<file path="src/sv/skp_pkg.sv">
package skp_pkg;

   localparam int MAX_ORDER = 256;
   localparam int PTR_AW    = $clog2(MAX_ORDER + 1);
   localparam int IDX_W     = 9;
   localparam int ADDR_W    = 16;
   localparam int VAL_W     = 64;
   localparam int CMD_W     = 2;

   typedef enum logic [CMD_W-1:0] {
      CMD_PACK   = 2'd0,
      CMD_LOOKUP = 2'd1,
      CMD_CLEAR  = 2'd2
   } cmd_type;

   typedef enum logic {
      ST_IDLE,
      ST_LOOKUP
   } state_type;

   typedef struct packed {
      logic             outside;
      logic [IDX_W-1:0] lo;
      logic [IDX_W-1:0] hi;
   } lookup_req_type;

endpackage

</file>
<file path="src/sv/skp_lookup.sv">
module skp_lookup
   import skp_pkg::*;
(
   input  logic              clock,
   input  logic              load,
   input  lookup_req_type    req,
   input  logic [ADDR_W-1:0] ptr_hi,
   input  logic [ADDR_W-1:0] ptr_lo,
   output logic [ADDR_W-1:0] address
);

   lookup_req_type    ctx_ff;
   lookup_req_type    ctx_in;
   logic [ADDR_W-1:0] height;
   logic [ADDR_W-1:0] hi_ext;
   logic [ADDR_W-1:0] lo_ext;

   assign ctx_in = load ? req : ctx_ff;

   always_ff @(posedge clock) begin
      ctx_ff <= ctx_in;
   end

   always_comb begin
      hi_ext = ADDR_W'(ctx_ff.hi);
      lo_ext = ADDR_W'(ctx_ff.lo);
      if (ctx_ff.hi == IDX_W'(1)) begin
         height = ADDR_W'(1);
      end else begin
         height = ptr_hi - ptr_lo;
      end
      if (ctx_ff.outside || (height > hi_ext) || (lo_ext <= (hi_ext - height))) begin
         address = '0;
      end else begin
         address = ptr_hi + lo_ext - hi_ext;
      end
   end

endmodule

</file>
<file path="config.mk">
export PLATFORM = sky130hd
export DESIGN_NAME = skp_lookup
export DESIGN_NICKNAME = d
export VERILOG_FILES = /design/src/sv/skp_pkg.sv /design/src/sv/skp_lookup.sv
export SDC_FILE = /design/constraint.sdc
export NUM_CORES = 1
export LEC_CHECK = 0
export ABC_AREA = 1
export BUFFER_PORTS_ARGS = -buffer_cell sky130_fd_sc_hd__buf_2
export CAP_MARGIN = 20
export CORE_AREA = 2 2 84 86
export CTS_CLUSTER_DIAMETER = 100
export DETAILED_ROUTE_END_ITERATION = 8
export DIE_AREA = 0 0 86 88
export PLACE_DENSITY = 0.8
export SYNTH_ARGS = -nofsm -noshare
export SYNTH_HDL_FRONTEND = slang
export SYNTH_SLANG_ARGS = --single-unit
</file>
<file path="constraint.sdc">
create_clock -name clock -period 9.9 [get_ports clock]
set_input_delay 0.495 -clock clock [delete_from_list [all_inputs] [get_ports clock]]
set_output_delay 0.495 -clock clock [all_outputs]
set_load 0.005 [all_outputs]
</file>
==> impl_results.rst, run 1 <==
.. list-table::
   :header-rows: 1

   * - Metric
     - Value
   * - Fraction of power spent switching nets
     - a little under half
   * - Category of the worst setup path launch point
     - input pin
   * - Average footprint of a synthesized cell
     - between 6 and 7 um2
   * - Final net count
     - ~700
   * - H-tree level count
     - 1
   * - Internal cell power
     - about 250 uW
   * - Final-layout worst hold slack
     - 419.8 ps
   * - First-pass DRT Iterations
     - 4
   * - Compound-gate portion of the synthesized area
     - under 10%
   * - DRC violations left
     - 0
   * - Crit. End Element
     - primary output
   * - Maximum buffer depth of the clock tree
     - 2
   * - Met3 WL post-DR
     - approximately 350 um
   * - Cells after Synth
     - between 500 and 600
   * - Sink Count
     - 19
   * - Flip-flop and latch count after synthesis
     - 19
   * - Max FFs per register
     - 19
   * - Final-layout setup total negative slack
     - 0 ps
   * - Die ar.
     - about 0.0076 mm2
   * - Relative contribution of sequential cells to total power
     - between 20% and 30%
   * - Detailed-route wire length on metal 1
     - about 3.5 mm
   * - Post-synthesis share of cell area spent on full adders, half adders and majority gates
     - about a quarter
   * - Post-CTS Setup Inserts
     - 0
   * - Wire per inst
     - around 12 um
   * - Area of the placeable core
     - between 0.006 and 0.007 mm2
   * - Uppermost layer routed
     - met4
   * - Class of the tightest hold or removal check
     - in -> reg
   * - Fraction of registers with async set or reset after synthesis
     - 0%
   * - Clock-pin slew of the registers on the worst-case setup and hold paths
     - around 60 ps
   * - Netlist cell types
     - 36
   * - Number of buffer cells added on primary ports
     - 68
   * - Unrepaired setup endpoints after global routing
     - no
   * - Total of warnings raised by yosys
     - 0
   * - Final Max Tran Viols
     - 0
   * - Maximum number of pins on one net before global-route repair
     - 20
   * - Worst Path Max Fanout
     - 16
   * - Placement Setup Slack
     - 4891 ps
   * - Die X-Extent
     - roughly 86 um
   * - Site Rows
     - 30
   * - Fraction of layout cells with a size suffix above 1
     - 18.71%
   * - Clk root buf
     - sky130_fd_sc_hd__clkbuf_8
   * - Routability congestion estimate
     - around 0.97
   * - Worst vdd rail ir drop
     - about 110 uV
   * - Number of global-route vias before repair
     - ~3,200
   * - Max-Slew Margin vs Limit
     - slightly above 70%
   * - Synthesized-area fraction occupied by and/or/nand/nor cells
     - 32.79%
   * - Synthesized area
     - between 0.003 and 0.004 mm2
   * - Share of total power in the clock network
     - between 10% and 20%
   * - Number of hold buffers added after CTS
     - 0
   * - Final worst path period need
     - between 5000 and 6000 ps
   * - Data arrival, critical path
     - roughly 4500 ps
   * - Total power after layout
     - approximately 460 uW
   * - Status
     - finished clean
   * - Min setup slack post-route
     - between 4000 and 5000 ps
   * - Count of routing violations after the opening detailed-route iteration
     - approximately 220
   * - Total setup violations reported at the end of the flow
     - 0
   * - Psw
     - between 200 and 250 uW
   * - Primary FF master, synth
     - sky130_fd_sc_hd__edfxtp_1
   * - Detailed-placement wirelength estimate
     - slightly below 7 mm
   * - Final Hold Viols
     - 0
   * - Largest reg by FF count
     - ctx_ff
   * - Worst Setup Path Type
     - in -> out
   * - CTS buffer count
     - 3
   * - Detailed-routed wire length on met2
     - 3.806 mm
   * - Via count
     - 3,412
   * - Maximum operating frequency
     - 0.1992 GHz
   * - DR vias/cell
     - around 5.1
   * - Clock tree from TritonCTS
     - done
   * - Pwr/cell area
     - 114.9 mW/mm2
   * - Required time of the critical path
     - between 9000 and 10,000 ps
   * - First-pass GRT wire length
     - around 13 mm
   * - Part of the Yosys area used for sequential elements
     - roughly 16%
   * - Largest registers
     - ctx_ff x19
   * - Total global routing overflow
     - 0
   * - Die height
     - a little under 90 um
   * - Initial core utilization
     - a little over half
   * - Combinational fraction of design power
     - between 60% and 70%
   * - Antenna Diode Count
     - 0
   * - Global-route usage over all layers
     - a little over a fifth
   * - Remaining number of nets flagged by the antenna check after routing
     - 0
   * - Total of max-cap violations
     - 0
   * - Leakage dissipation
     - ~2.3 nW
   * - Worst-Margin Slew
     - roughly 430 ps
   * - Top-Level Pins
     - a little under 70
   * - Multiplexer fraction of the synthesized cell area
     - 0%
   * - Total wire length after detailed routing
     - 7.852 mm
   * - P&R area growth vs syn
     - 12.88%
   * - Combinational family with the most area after synthesis
     - simple AND/OR/NAND/NOR gates
   * - Post-synth EDFFs
     - 19
   * - Initial antenna violation count
     - 0
   * - Post-synthesis net count
     - about 630
   * - Post-CTS Resized
     - 0
   * - Fin crit share
     - around 51%
   * - Synthesized-area fraction occupied by xor and xnor cells
     - 4.926%
## synthesized netlist by cell type, types with 2 or more instances
cell,instances,area share [%]
sky130_fd_sc_hd__o211ai_1,2,0.42
sky130_fd_sc_hd__nand3_1,31,4.4
sky130_fd_sc_hd__o21ai_0,9,1.3
sky130_fd_sc_hd__nor2_1,25,2.6
sky130_fd_sc_hd__ha_1,49,17
sky130_fd_sc_hd__o31ai_1,2,0.42
sky130_fd_sc_hd__nand3_2,3,0.84
sky130_fd_sc_hd__nand3_4,2,0.99
sky130_fd_sc_hd__or2_2,7,1.2
sky130_fd_sc_hd__inv_2,2,0.21
sky130_fd_sc_hd__nand3b_1,3,0.63
sky130_fd_sc_hd__xnor2_1,9,2.2
sky130_fd_sc_hd__o2111ai_1,2,0.49
sky130_fd_sc_hd__nor3_1,6,0.84
sky130_fd_sc_hd__nand2_2,8,1.4
sky130_fd_sc_hd__and2_1,2,0.35
sky130_fd_sc_hd__fa_1,11,6.2
sky130_fd_sc_hd__inv_1,124,13
sky130_fd_sc_hd__nand4_1,3,0.53
sky130_fd_sc_hd__nor2_4,12,3.8
sky130_fd_sc_hd__a21oi_1,33,4.6
sky130_fd_sc_hd__nand2_1,129,14
sky130_fd_sc_hd__xor2_1,11,2.7
sky130_fd_sc_hd__edfxtp_1,19,16
sky130_fd_sc_hd__a21o_1,3,0.63
## path summary, 6_finish.rpt
kind	from	to	cells after the start
hold / removal	req[3]	ctx_ff[3]	1
setup / recovery	ptr_hi[0]	address[15]	27
## cell usage in the layout, fill, tap and decap left out, types with 2 or more instances in the layout
cell type,n
sky130_fd_sc_hd__nand3_1,31
sky130_fd_sc_hd__or2_2,7
sky130_fd_sc_hd__and2_1,2
sky130_fd_sc_hd__o31ai_1,2
sky130_fd_sc_hd__xnor2_1,9
sky130_fd_sc_hd__nand3_2,3
sky130_fd_sc_hd__nand2_2,8
sky130_fd_sc_hd__xor2_1,11
sky130_fd_sc_hd__nand2_1,129
sky130_fd_sc_hd__clkbuf_8,3
sky130_fd_sc_hd__inv_1,124
sky130_fd_sc_hd__inv_2,2
sky130_fd_sc_hd__nand3b_1,3
sky130_fd_sc_hd__o2111ai_1,2
sky130_fd_sc_hd__nor3_1,6
sky130_fd_sc_hd__a21oi_1,33
sky130_fd_sc_hd__nand3_4,2
sky130_fd_sc_hd__nand4_1,3
sky130_fd_sc_hd__nor2_1,25
sky130_fd_sc_hd__edfxtp_1,19
sky130_fd_sc_hd__fa_1,11
sky130_fd_sc_hd__a21o_1,3
sky130_fd_sc_hd__o21ai_0,9
sky130_fd_sc_hd__buf_2,68
sky130_fd_sc_hd__nor2_4,12
sky130_fd_sc_hd__ha_1,49
sky130_fd_sc_hd__o211ai_1,2
## stage by stage
stage / utilization, % / instances / instance area (um2)
global route: 60.41 / 668 / 4014
floorplan: - / 518 / 3556
finish: 60.41 / 668 / 4014
CTS: 60.41 / 668 / 4014
global placement: 59.74 / 664 / 3969
detailed placement: 59.74 / 664 / 3969
## power by group through the flow
stage / Clock (mW) / Sequential, mW / Combinational, mW
after floorplan: 0 / 0.102 / 0.240
after global placement: 0 / 0.105 / 0.297
after detailed placement: 0 / 0.105 / 0.306
after CTS: 0.0509 / 0.103 / 0.307
after global routing: 0.0548 / 0.104 / 0.352
final: 0.0489 / 0.103 / 0.309
## critical path: stages
cell and delay [ps]:
sky130_fd_sc_hd__buf_2 90, sky130_fd_sc_hd__inv_1 40, sky130_fd_sc_hd__ha_1 210, sky130_fd_sc_hd__fa_1 360, sky130_fd_sc_hd__inv_1 100, sky130_fd_sc_hd__nand3_1 80
sky130_fd_sc_hd__nand3_1 130, sky130_fd_sc_hd__or2_2 130, sky130_fd_sc_hd__nand3_1 70, sky130_fd_sc_hd__ha_1 360, sky130_fd_sc_hd__a21oi_1 160, sky130_fd_sc_hd__o21ai_0 120
sky130_fd_sc_hd__a21oi_1 220, sky130_fd_sc_hd__o21ai_0 140, sky130_fd_sc_hd__xnor2_1 150, sky130_fd_sc_hd__ha_1 290, sky130_fd_sc_hd__nand2_1 70, sky130_fd_sc_hd__nor2_1 150
sky130_fd_sc_hd__nand2_1 70, sky130_fd_sc_hd__nand2_1 50, sky130_fd_sc_hd__nand2_1 50, sky130_fd_sc_hd__a21oi_1 130, sky130_fd_sc_hd__nand2_1 100, sky130_fd_sc_hd__nor2_4 110
sky130_fd_sc_hd__nand3_4 320, sky130_fd_sc_hd__nor2_1 200, sky130_fd_sc_hd__buf_2 130
## area by class of cell
cell class | count | area, um2
fill | 614 | 2630
timing repair buffer | 68 | 340.3
inverter | 126 | 473.0
multi-input combinational | 371 | 2485
sequential | 19 | 570.5
clock buffer | 4 | 45.04
tap | 80 | 100.1
## layer usage
layer,vias up,GRT usage [%]
met5,-,0
met4,0,5.772
met3,16,0.9425
met2,97,39.75
met1,1531,27.42
li1,1768,-
## logic make-up after synthesis
kind of cell | after synthesis
buffers and inverters | 128
AOI/OAI and AO/OA | 55
and+or+nand+nor | 236
DFF | 19
adders and majority gates | 60
xor gates and xnor gates | 20
No activity file was read; power rests on OpenSTA's default activity.
==> run 2: changes to the inputs <==
Settings changed: ABC_AREA 1 to 0, CORE_AREA 2 2 84 86 to 2 2 83 85, DIE_AREA 0 0 86 88 to 0 0 85 87, PLACE_DENSITY 0.8 to 0.78.
Clock period 9.9 ns to 4.5 ns, I/O delays scaled along.
==> run 2 against run 1 <==
  * Die area shrank 2.3%
  * Highest routed layer unchanged
  * Power is 120% higher
  * Largest power group unchanged
  * Final cell count decreased by 18%
==> impl_results.rst, run 2 <==
.. list-table::
   :header-rows: 1

   * - Metric
     - Value
   * - P&R area growth vs syn
     - 19.68% (was 12.88%)
   * - Cell type with the largest total area after synthesis
     - sky130_fd_sc_hd__ha_1 (unchanged)
   * - Global-route usage over all layers
     - 18.76% (was 21.51%)
   * - Via count
     - 2,896 (was 3,412)
   * - H-tree level count
     - 1 (unchanged)
   * - Sink Count
     - 19 (unchanged)
   * - Fraction of synthesized cell area taken by the top area cell type
     - 19.25% (was 17.24%)
   * - Relative contribution of sequential cells to total power
     - 22.2% (was 22.4%)
   * - Share of total power in the clock network
     - 10.7% (was 10.6%)
   * - Die ar.
     - 0.007395 mm2 (was 0.007568 mm2)
   * - Internal cell power
     - 581.5 uW (was 245.2 uW)
   * - Pwr/cell area
     - 264.6 mW/mm2 (was 114.9 mW/mm2)
   * - Number of global-route vias before repair
     - 2,681 (was 3,188)
   * - Die X-Extent
     - 85 um (was 86 um)
   * - Cell type of the slowest stage on the worst timing path
     - sky130_fd_sc_hd__edfxtp_1 (was sky130_fd_sc_hd__fa_1)
   * - Final net count
     - 581 (was 702)
   * - Multiplexer fraction of the synthesized cell area
     - 0.9819% (was 0%)
   * - Max FFs per register
     - 19 (unchanged)
   * - Instance area at placement
     - 0.003677 mm2 (was 0.003969 mm2)
   * - First-pass DRT Iterations
     - 4 (unchanged)
   * - Filler Cell Count
     - 586 (was 614)
   * - Netlist cell types
     - 56 (was 36)
   * - Total global routing overflow
     - 0 (unchanged)
   * - Clock tree from TritonCTS
     - done (unchanged)
   * - Combinational fraction of design power
     - 67.0% (about the same)
   * - Remaining number of nets flagged by the antenna check after routing
     - 0 (unchanged)
   * - Fraction of layout cells with a size suffix above 1
     - 23.55% (was 18.71%)
   * - Cell types with the largest area share after synthesis
     - sky130_fd_sc_hd__ha_1 19%, sky130_fd_sc_hd__edfxtp_1 18%, sky130_fd_sc_hd__inv_1 8.1%, sky130_fd_sc_hd__fa_1 6.9%, sky130_fd_sc_hd__nor2_1 4.5% (was sky130_fd_sc_hd__ha_1 17%, sky130_fd_sc_hd__edfxtp_1 16%, sky130_fd_sc_hd__nand2_1 14%, sky130_fd_sc_hd__inv_1 13%, sky130_fd_sc_hd__fa_1 6.2%)
   * - Die height
     - 87 um (was 88 um)
   * - Fraction of registers with async set or reset after synthesis
     - 0% (unchanged)
   * - CTS buffer count
     - 3 (unchanged)
   * - Unrepaired setup endpoints after global routing
     - yes (was no)
   * - Compound-gate portion of the synthesized area
     - 20.82% (was 8.726%)
   * - Synthesized-area fraction occupied by and/or/nand/nor cells
     - 18.46% (was 32.79%)
   * - Worst path most repeated cell
     - sky130_fd_sc_hd__nor3_1 (was sky130_fd_sc_hd__nand2_1)
   * - Initial core utilization
     - 48.50% (was 53.52%)
   * - Final Core Density
     - 58.04% (was 60.41%)
   * - Flip-flop and latch count after synthesis
     - 19 (unchanged)
   * - DRC violations left
     - 0 (unchanged)
   * - Final Hold Viols
     - 0 (unchanged)
   * - Combinational family with the most area after synthesis
     - adder cells (was simple AND/OR/NAND/NOR gates)
   * - Maximum operating frequency
     - between 0.2 and 0.25 GHz
   * - Worst-Margin Slew
     - 717.3 ps (was 426.0 ps)
   * - Worst vdd rail ir drop
     - 305.7 uV (was 105.7 uV)
   * - Initial antenna violation count
     - 0 (unchanged)
   * - Maximum number of pins on one net before global-route repair
     - 20 (unchanged)
   * - Most instantiated library cell after synthesis
     - sky130_fd_sc_hd__inv_1 (was sky130_fd_sc_hd__nand2_1)
   * - Delay of the slowest cell on the worst path
     - 420 ps (was 360 ps)
   * - Total of max-cap violations
     - 0 (unchanged)
   * - Most frequent cells in the layout
     - 69 x sky130_fd_sc_hd__inv_1, 68 x sky130_fd_sc_hd__buf_2, 49 x sky130_fd_sc_hd__ha_1 (was 129 x sky130_fd_sc_hd__nand2_1, 124 x sky130_fd_sc_hd__inv_1, 68 x sky130_fd_sc_hd__buf_2)
   * - Synthesized area
     - 0.003186 mm2 (was 0.003556 mm2)
   * - Largest registers
     - ctx_ff x19 (unchanged)
   * - Clock-pin slew of the registers on the worst-case setup and hold paths
     - 60 ps (about the same)
   * - Final Cell Area
     - 0.003812 mm2 (was 0.004014 mm2)
   * - Cells traversed along the worst timing path
     - nor4_4, nand4_2, nand2_1, ha_1, inv_1, fa_2, a21o_1, a21oi_2, nor2b_1, o211a_1, nor2_2, xor2_1, ha_1, nand4_1, nor3_1, nor3_1, o41ai_2, buf_4, nor3_4, a31oi_4, buf_12, nor3_1, buf_2
   * - Number of buffer cells added on primary ports
     - 68 (unchanged)
   * - Most common cell after layout, fill and taps aside
     - sky130_fd_sc_hd__inv_1 (was sky130_fd_sc_hd__nand2_1)
   * - Leakage dissipation
     - 1.918 nW (was 2.350 nW)
   * - Crit. End Element
     - primary output (unchanged)
   * - Average footprint of a synthesized cell
     - 8.189 um2 (was 6.865 um2)
   * - Part of the Yosys area used for sequential elements
     - 17.91% (was 16.05%)
   * - Max-Slew Margin vs Limit
     - 51.89% (was 71.38%)
   * - Total of warnings raised by yosys
     - 0 (unchanged)
   * - Total setup violations reported at the end of the flow
     - 0 (unchanged)
   * - Post-synthesis share of cell area spent on full adders, half adders and majority gates
     - 26.16% (was 23.43%)
   * - Worst Setup Path Type
     - reg -> out (was in -> out)
   * - Post-synth EDFFs
     - 19 (unchanged)
   * - Class of the tightest hold or removal check
     - in -> reg (unchanged)
   * - Clk root buf
     - sky130_fd_sc_hd__clkbuf_8 (unchanged)
   * - Synthesized-area fraction occupied by xor and xnor cells
     - 6.874% (was 4.926%)
   * - Routability congestion estimate
     - 0.9643 (was 0.9708)
   * - Maximum buffer depth of the clock tree
     - 2 (unchanged)
   * - Required time of the critical path
     - 4280 ps (was 9410 ps)
   * - Category of the worst setup path launch point
     - register (was input pin)
   * - Fraction of power spent switching nets
     - 42.36% (was 46.85%)
   * - Fin crit share
     - a little over nine tenths
   * - Cells after Synth
     - 389 (was 518)
   * - Final worst path period need
     - 4370 ps
   * - Top-Level Pins
     - 69 (unchanged)
   * - Data arrival, critical path
     - 4140 ps (was 4530 ps)
   * - Primary FF master, synth
     - sky130_fd_sc_hd__edfxtp_1 (unchanged)
   * - Status
     - finished clean (unchanged)
   * - Total wire length after detailed routing
     - 6.912 mm (was 7.852 mm)
   * - First-pass GRT wire length
     - 11.53 mm (was 13.33 mm)
   * - Site Rows
     - 30 (unchanged)
   * - Largest reg by FF count
     - ctx_ff (unchanged)
   * - Most frequent cells after synthesis
     - 69 x sky130_fd_sc_hd__inv_1, 49 x sky130_fd_sc_hd__ha_1, 38 x sky130_fd_sc_hd__nor2_1, 24 x sky130_fd_sc_hd__a21oi_1, 23 x sky130_fd_sc_hd__nand2_1 (was 129 x sky130_fd_sc_hd__nand2_1, 124 x sky130_fd_sc_hd__inv_1, 49 x sky130_fd_sc_hd__ha_1, 33 x sky130_fd_sc_hd__a21oi_1, 31 x sky130_fd_sc_hd__nand3_1)
   * - Count of routing violations after the opening detailed-route iteration
     - 158 (was 216)
   * - Area of the placeable core
     - 0.006569 mm2 (was 0.006644 mm2)
   * - Antenna Diode Count
     - 0 (unchanged)
   * - Final-layout worst hold slack
     - 148.8 ps (was 419.8 ps)
   * - Detailed-placement wirelength estimate
     - 6.023 mm (was 6.898 mm)
   * - Psw
     - 427.3 uW (was 216.1 uW)
   * - Wire per inst
     - 12.64 um (was 11.75 um)
   * - Worst Path Max Fanout
     - 16 (unchanged)
   * - DR vias/cell
     - 5.294 (was 5.108)
   * - Post-synthesis net count
     - 502 (was 631)
   * - Final Max Tran Viols
     - 0 (unchanged)
==> run 2: cell types whose count changed after synthesis, sizes merged, moves of 5 or more <==
| cell | delta |
|---|---|
| a211oi | +5 |
| a21oi | -9 |
| inv | -57 |
| nand2 | -114 |
| nand2b | +6 |
| nand3 | -30 |
| nor2b | +11 |
| o21a | +8 |
| o21ai | +11 |
==> run 2: layout make-up <==
type / count / area, um2 / area share [%]
inverters: 69 / 259.0 / 6.794
flip-flops and latches: 19 / 570.5 / 14.97
clock buffers: 4 / 45.04 / 1.181
repair buffers: 77 / 420.4 / 11.03
well taps: 80 / 100.1 / 2.626
multi-input cells: 298 / 2417 / 63.41
==> run 2: metrics by stage <==
stage / power [mW] / setup WS (ps) / TNS, ps / std cells
after floorplan: 0.7097 / 442.0 / 0 / 389
after global placement: 0.8399 / 79.91 / 0 / 542
after detailed placement: 0.8562 / 1.029 / 0 / 542
after CTS: 0.9969 / 0.4814 / 0 / 547
after global routing: 1.109 / -191.3 / -2282 / 547
final: 1.009 / 130.0 / 0 / 547
==> run 2: cell families after synthesis <==
kind of cell	count (synthesis)
and+or+nand+nor	116
AOI/OAI and AO/OA	94
buffers and inverters	72
adders and majority gates	60
xor gates and xnor gates	25
DFF	19
muxes	3
==> run 2: path summary, 6_finish.rpt <==
kind	start	to	slack, ps	cells past startpoint
max	ctx_ff[3]	address[11]	130	23
min	req[12]	ctx_ff[12]	150	1
==> run 2: routing by layer <==
metal / vias to the layer above / part of all wire, % / track usage, %
li1: 1514 / - / -
met1: 1307 / 46 / 24.96
met2: 67 / 49 / 33.03
met3: 8 / 4.1 / 1.801
met4: 0 / 0.94 / 4.329
met5: - / 0 / 0
==> run 2: critical path, delay by kind of cell, from the launching register on <==
kind	cells	cell delay, ps
AOI/OAI and AO/OA	5	720
and+or+nand+nor	10	1320
DFF	1	420
xor gates and xnor gates	1	150
buffers and inverters	4	520
adders and majority gates	3	760
==> run 2: what timing repair did <==
item / in CTS / in global routing
pin swaps: 6 / 8
cloned: 0 / 0
resized for setup: 9 / 10
endpoints found under the setup margin: 16 / 16
setup buffers: 1 / 0
hold buffers: 0 / 0
==> run 2: power by group through the flow <==
stage | sequential (mW) | combinational (mW) | clock, mW
final | 0.224 | 0.676 | 0.108
after global routing | 0.226 | 0.762 | 0.122
after detailed placement | 0.226 | 0.630 | 0
after global placement | 0.226 | 0.614 | 0
after CTS | 0.223 | 0.661 | 0.113
after floorplan | 0.224 | 0.486 | 0
==> run 3: changes to the inputs <==
Settings changed: PLACE_DENSITY 0.78 to unset, PLACE_DENSITY_LB_ADDON set to 0.05.
Clock period 4.5 ns to 3.9 ns, I/O delays scaled along.
==> run 3 against run 2 <==
  * The run now ends with negative setup slack left
  * Largest power group unchanged
  * First-iteration DRC count is 49% lower
  * Die area stayed put
  * Highest routed layer unchanged
  * Sequential power is 14% higher
  * Critical endpoint is now address[6]
==> impl_results.rst, run 3 (synthesis gave the netlist of run 2 again) <==
.. list-table::
   :header-rows: 1

   * - Metric
     - Value
   * - Status
     - complete, but fails checks (was finished clean)
   * - Violations in the final reports
     - negative setup slack
   * - Remaining number of nets flagged by the antenna check after routing
     - 0 (unchanged)
   * - Fraction of power spent switching nets
     - 41.28% (was 42.36%)
   * - Worst vdd rail ir drop
     - 307.1 uV (was 305.7 uV)
   * - Worst Path Max Fanout
     - 8 (was 16)
   * - Global-route usage over all layers
     - 19.69% (was 18.76%)
   * - Filler Cell Count
     - 596 (was 586)
   * - Number of buffer cells added on primary ports
     - 68 (unchanged)
   * - Site Rows
     - 30 (unchanged)
   * - Wire per inst
     - 12.75 um (was 12.64 um)
   * - Unrepaired setup endpoints after global routing
     - yes (unchanged)
   * - Pwr/cell area
     - 300.1 mW/mm2 (was 264.6 mW/mm2)
   * - Min setup slack post-route
     - -519.7 ps (was 130.0 ps)
   * - Maximum operating frequency
     - approximately 0.23 GHz
   * - Cells after DPL
     - 579 (was 542)
   * - Final Hold Viols
     - 0 (unchanged)
   * - Largest registers
     - ctx_ff x19 (unchanged)
   * - Largest reg by FF count
     - ctx_ff (unchanged)
   * - Cell type of the slowest stage on the worst timing path
     - sky130_fd_sc_hd__edfxtp_1 (unchanged)
   * - Placement Setup Slack
     - -443.8 ps (was 1.029 ps)
   * - Area of the placeable core
     - 0.006569 mm2 (unchanged)
   * - Non-Filler Instances
     - 584 (was 547)
   * - Clk root buf
     - sky130_fd_sc_hd__clkbuf_8 (unchanged)
   * - Fraction of layout cells with a size suffix above 1
     - 29.76% (was 23.55%)
   * - Crit. End Element
     - primary output (unchanged)
   * - Hold Crit Start
     - req[15] (was req[12])
   * - Required time of the critical path
     - 3700 ps (was 4280 ps)
   * - Worst-Margin Slew
     - 455.2 ps (was 717.3 ps)
   * - First-pass DRT Iterations
     - 4 (unchanged)
   * - Combinational fraction of design power
     - 68.9% (was 67.0%)
   * - Antenna Diode Count
     - 0 (unchanged)
   * - Clock tree from TritonCTS
     - done (unchanged)
   * - DRC violations left
     - 0 (unchanged)
   * - Initial core utilization
     - 48.50% (unchanged)
   * - Die X-Extent
     - 85 um (unchanged)
   * - Max-Slew Margin vs Limit
     - 69.59% (was 51.89%)
   * - Data arrival, critical path
     - 4220 ps (was 4140 ps)
   * - Total global routing overflow
     - 0 (unchanged)
   * - Total wire length after detailed routing
     - 7.448 mm (was 6.912 mm)
   * - Total power after layout
     - 1.236 mW (was 1.009 mW)
   * - Class of the tightest hold or removal check
     - in -> reg (unchanged)
   * - Detailed-placement wirelength estimate
     - 6.496 mm (was 6.023 mm)
   * - Die height
     - 87 um (unchanged)
   * - Maximum number of pins on one net before global-route repair
     - 20 (unchanged)
   * - Total of max-cap violations
     - 0 (unchanged)
   * - Initial antenna violation count
     - 0 (unchanged)
   * - Share of total power in the clock network
     - 10.5% (was 10.7%)
   * - Category of the worst setup path launch point
     - register (unchanged)
   * - Relative contribution of sequential cells to total power
     - 20.6% (was 22.2%)
   * - Internal cell power
     - 725.8 uW (was 581.5 uW)
   * - Top-Level Pins
     - 69 (unchanged)
   * - Die ar.
     - 0.007395 mm2 (unchanged)
   * - Routability congestion estimate
     - 0.9012 (was 0.9643)
   * - Psw
     - 510.3 uW (was 427.3 uW)
   * - Number of hold buffers added after CTS
     - 0 (unchanged)
   * - DR vias/cell
     - 5.067 (was 5.294)
   * - Critical path's top delay family
     - compound AO/OA/AOI/OAI gates (was simple AND/OR/NAND/NOR gates)
   * - Total setup violations reported at the end of the flow
     - 16 (was 0)
   * - Max FFs per register
     - 19 (unchanged)
   * - Most frequent cells in the layout
     - 68 x sky130_fd_sc_hd__inv_1, 67 x sky130_fd_sc_hd__buf_2, 47 x sky130_fd_sc_hd__ha_1 (was 69 x sky130_fd_sc_hd__inv_1, 68 x sky130_fd_sc_hd__buf_2, 49 x sky130_fd_sc_hd__ha_1)
   * - Worst Setup Path Type
     - reg -> out (unchanged)
   * - First-pass GRT wire length
     - 12.01 mm (was 11.53 mm)
   * - Clock-pin slew of the registers on the worst-case setup and hold paths
     - 60 ps (about the same)
   * - Maximum buffer depth of the clock tree
     - 2 (unchanged)
   * - Cells traversed along the worst timing path
     - nor4_4, nand4_2, nand2_1, ha_2, inv_2, fa_2, a21o_1, a21oi_2, nor2b_2, o21a_1, nor2_2, xor2_1, ha_1, a21oi_2, nor2b_1, o41ai_2, nor2_1, a31oi_4, clkbuf_16, nor2_1, buf_2 (was nor4_4, nand4_2, nand2_1, ha_1, inv_1, fa_2, a21o_1, a21oi_2, nor2b_1, o211a_1, nor2_2, xor2_1, ha_1, nand4_1, nor3_1, nor3_1, o41ai_2, buf_4, nor3_4, a31oi_4, buf_12, nor3_1, buf_2)
   * - H-tree level count
     - 1 (unchanged)
   * - Leakage dissipation
     - 2.102 nW (was 1.918 nW)
   * - Number of global-route vias before repair
     - 2,855 (was 2,681)
   * - Launching instance or port of the critical path
     - ctx_ff[6] (was ctx_ff[3])
   * - P&R area growth vs syn
     - 29.30% (was 19.68%)
   * - Final worst path period need
     - roughly 4400 ps
   * - Via count
     - 2,959 (was 2,896)
   * - Sink Count
     - 19 (unchanged)
   * - Fin crit share
     - 113.3%
   * - Count of routing violations after the opening detailed-route iteration
     - 81 (was 158)
   * - CTS buffer count
     - 3 (unchanged)
   * - Delay of the slowest cell on the worst path
     - 430 ps (was 420 ps)
   * - Final Max Tran Viols
     - 0 (unchanged)
   * - Final net count
     - 618 (was 581)
   * - Buffering stage count on the worst path with inverters included
     - 3 (was 4)
   * - Most common cell after layout, fill and taps aside
     - sky130_fd_sc_hd__inv_1 (unchanged)
[run 3: cell types whose count changed in the layout (fill, tap and decap cells not counted), sizes merged]
cell,change
buf,+36
clkbuf,+1
[run 3: stage by stage]
stage / util (%) / hold WS (ps) / TNS, ps / instance area [um2]
2_1_floorplan: - / 293.9 / -238.1 / 3211
3_3_place_gp: 60.59 / 371.2 / -4102 / 3980
3_5_place_dp: 60.59 / 373.1 / -5570 / 3980
4_1_cts: 61.64 / 110.6 / -7724 / 4049
5_1_grt: 62.70 / 104.6 / -11680 / 4119
6_report: 62.70 / 117.4 / -8069 / 4119
[run 3: final cells by class]
cell class	instances	area, um2	share of cell area [%]
Multi-Input combinational cell	298	2422	58.81
Timing Repair Buffer	114	721.9	17.53
Sequential cell	19	570.5	13.85
Inverter	69	259.0	6.288
Tap cell	80	100.1	2.430
Clock buffer	4	45.04	1.094
[run 3: power by group through the flow]
stage	logic [mW]	clock network (mW)	registers, mW
2_1_floorplan	0.571	0	0.259
3_3_place_gp	0.813	0	0.257
3_5_place_dp	0.825	0	0.258
4_1_cts	0.837	0.136	0.255
5_1_grt	0.953	0.144	0.257
6_report	0.852	0.129	0.255
[run 3: path summary, 6_finish.rpt]
check	end	slack, ps	cells past startpoint
setup / recovery	address[6]	-520	21
hold / removal	ctx_ff[15]	120	1
[run 3: metal layers]
layer	up-vias	wire length [um]	track usage [%]
li1	1587	-	-
met1	1313	3399	24.47
met2	53	3794	37.50
met3	6	179	0.5687
met4	0	74	4.906
met5	-	0	0
[run 3: timing repair]
action                     CTS  global route
pin swaps                    1             4
cloned                       0             1
gates resized for setup      4            13
setup endpoints to repair   16            16
buffers inserted             0             0
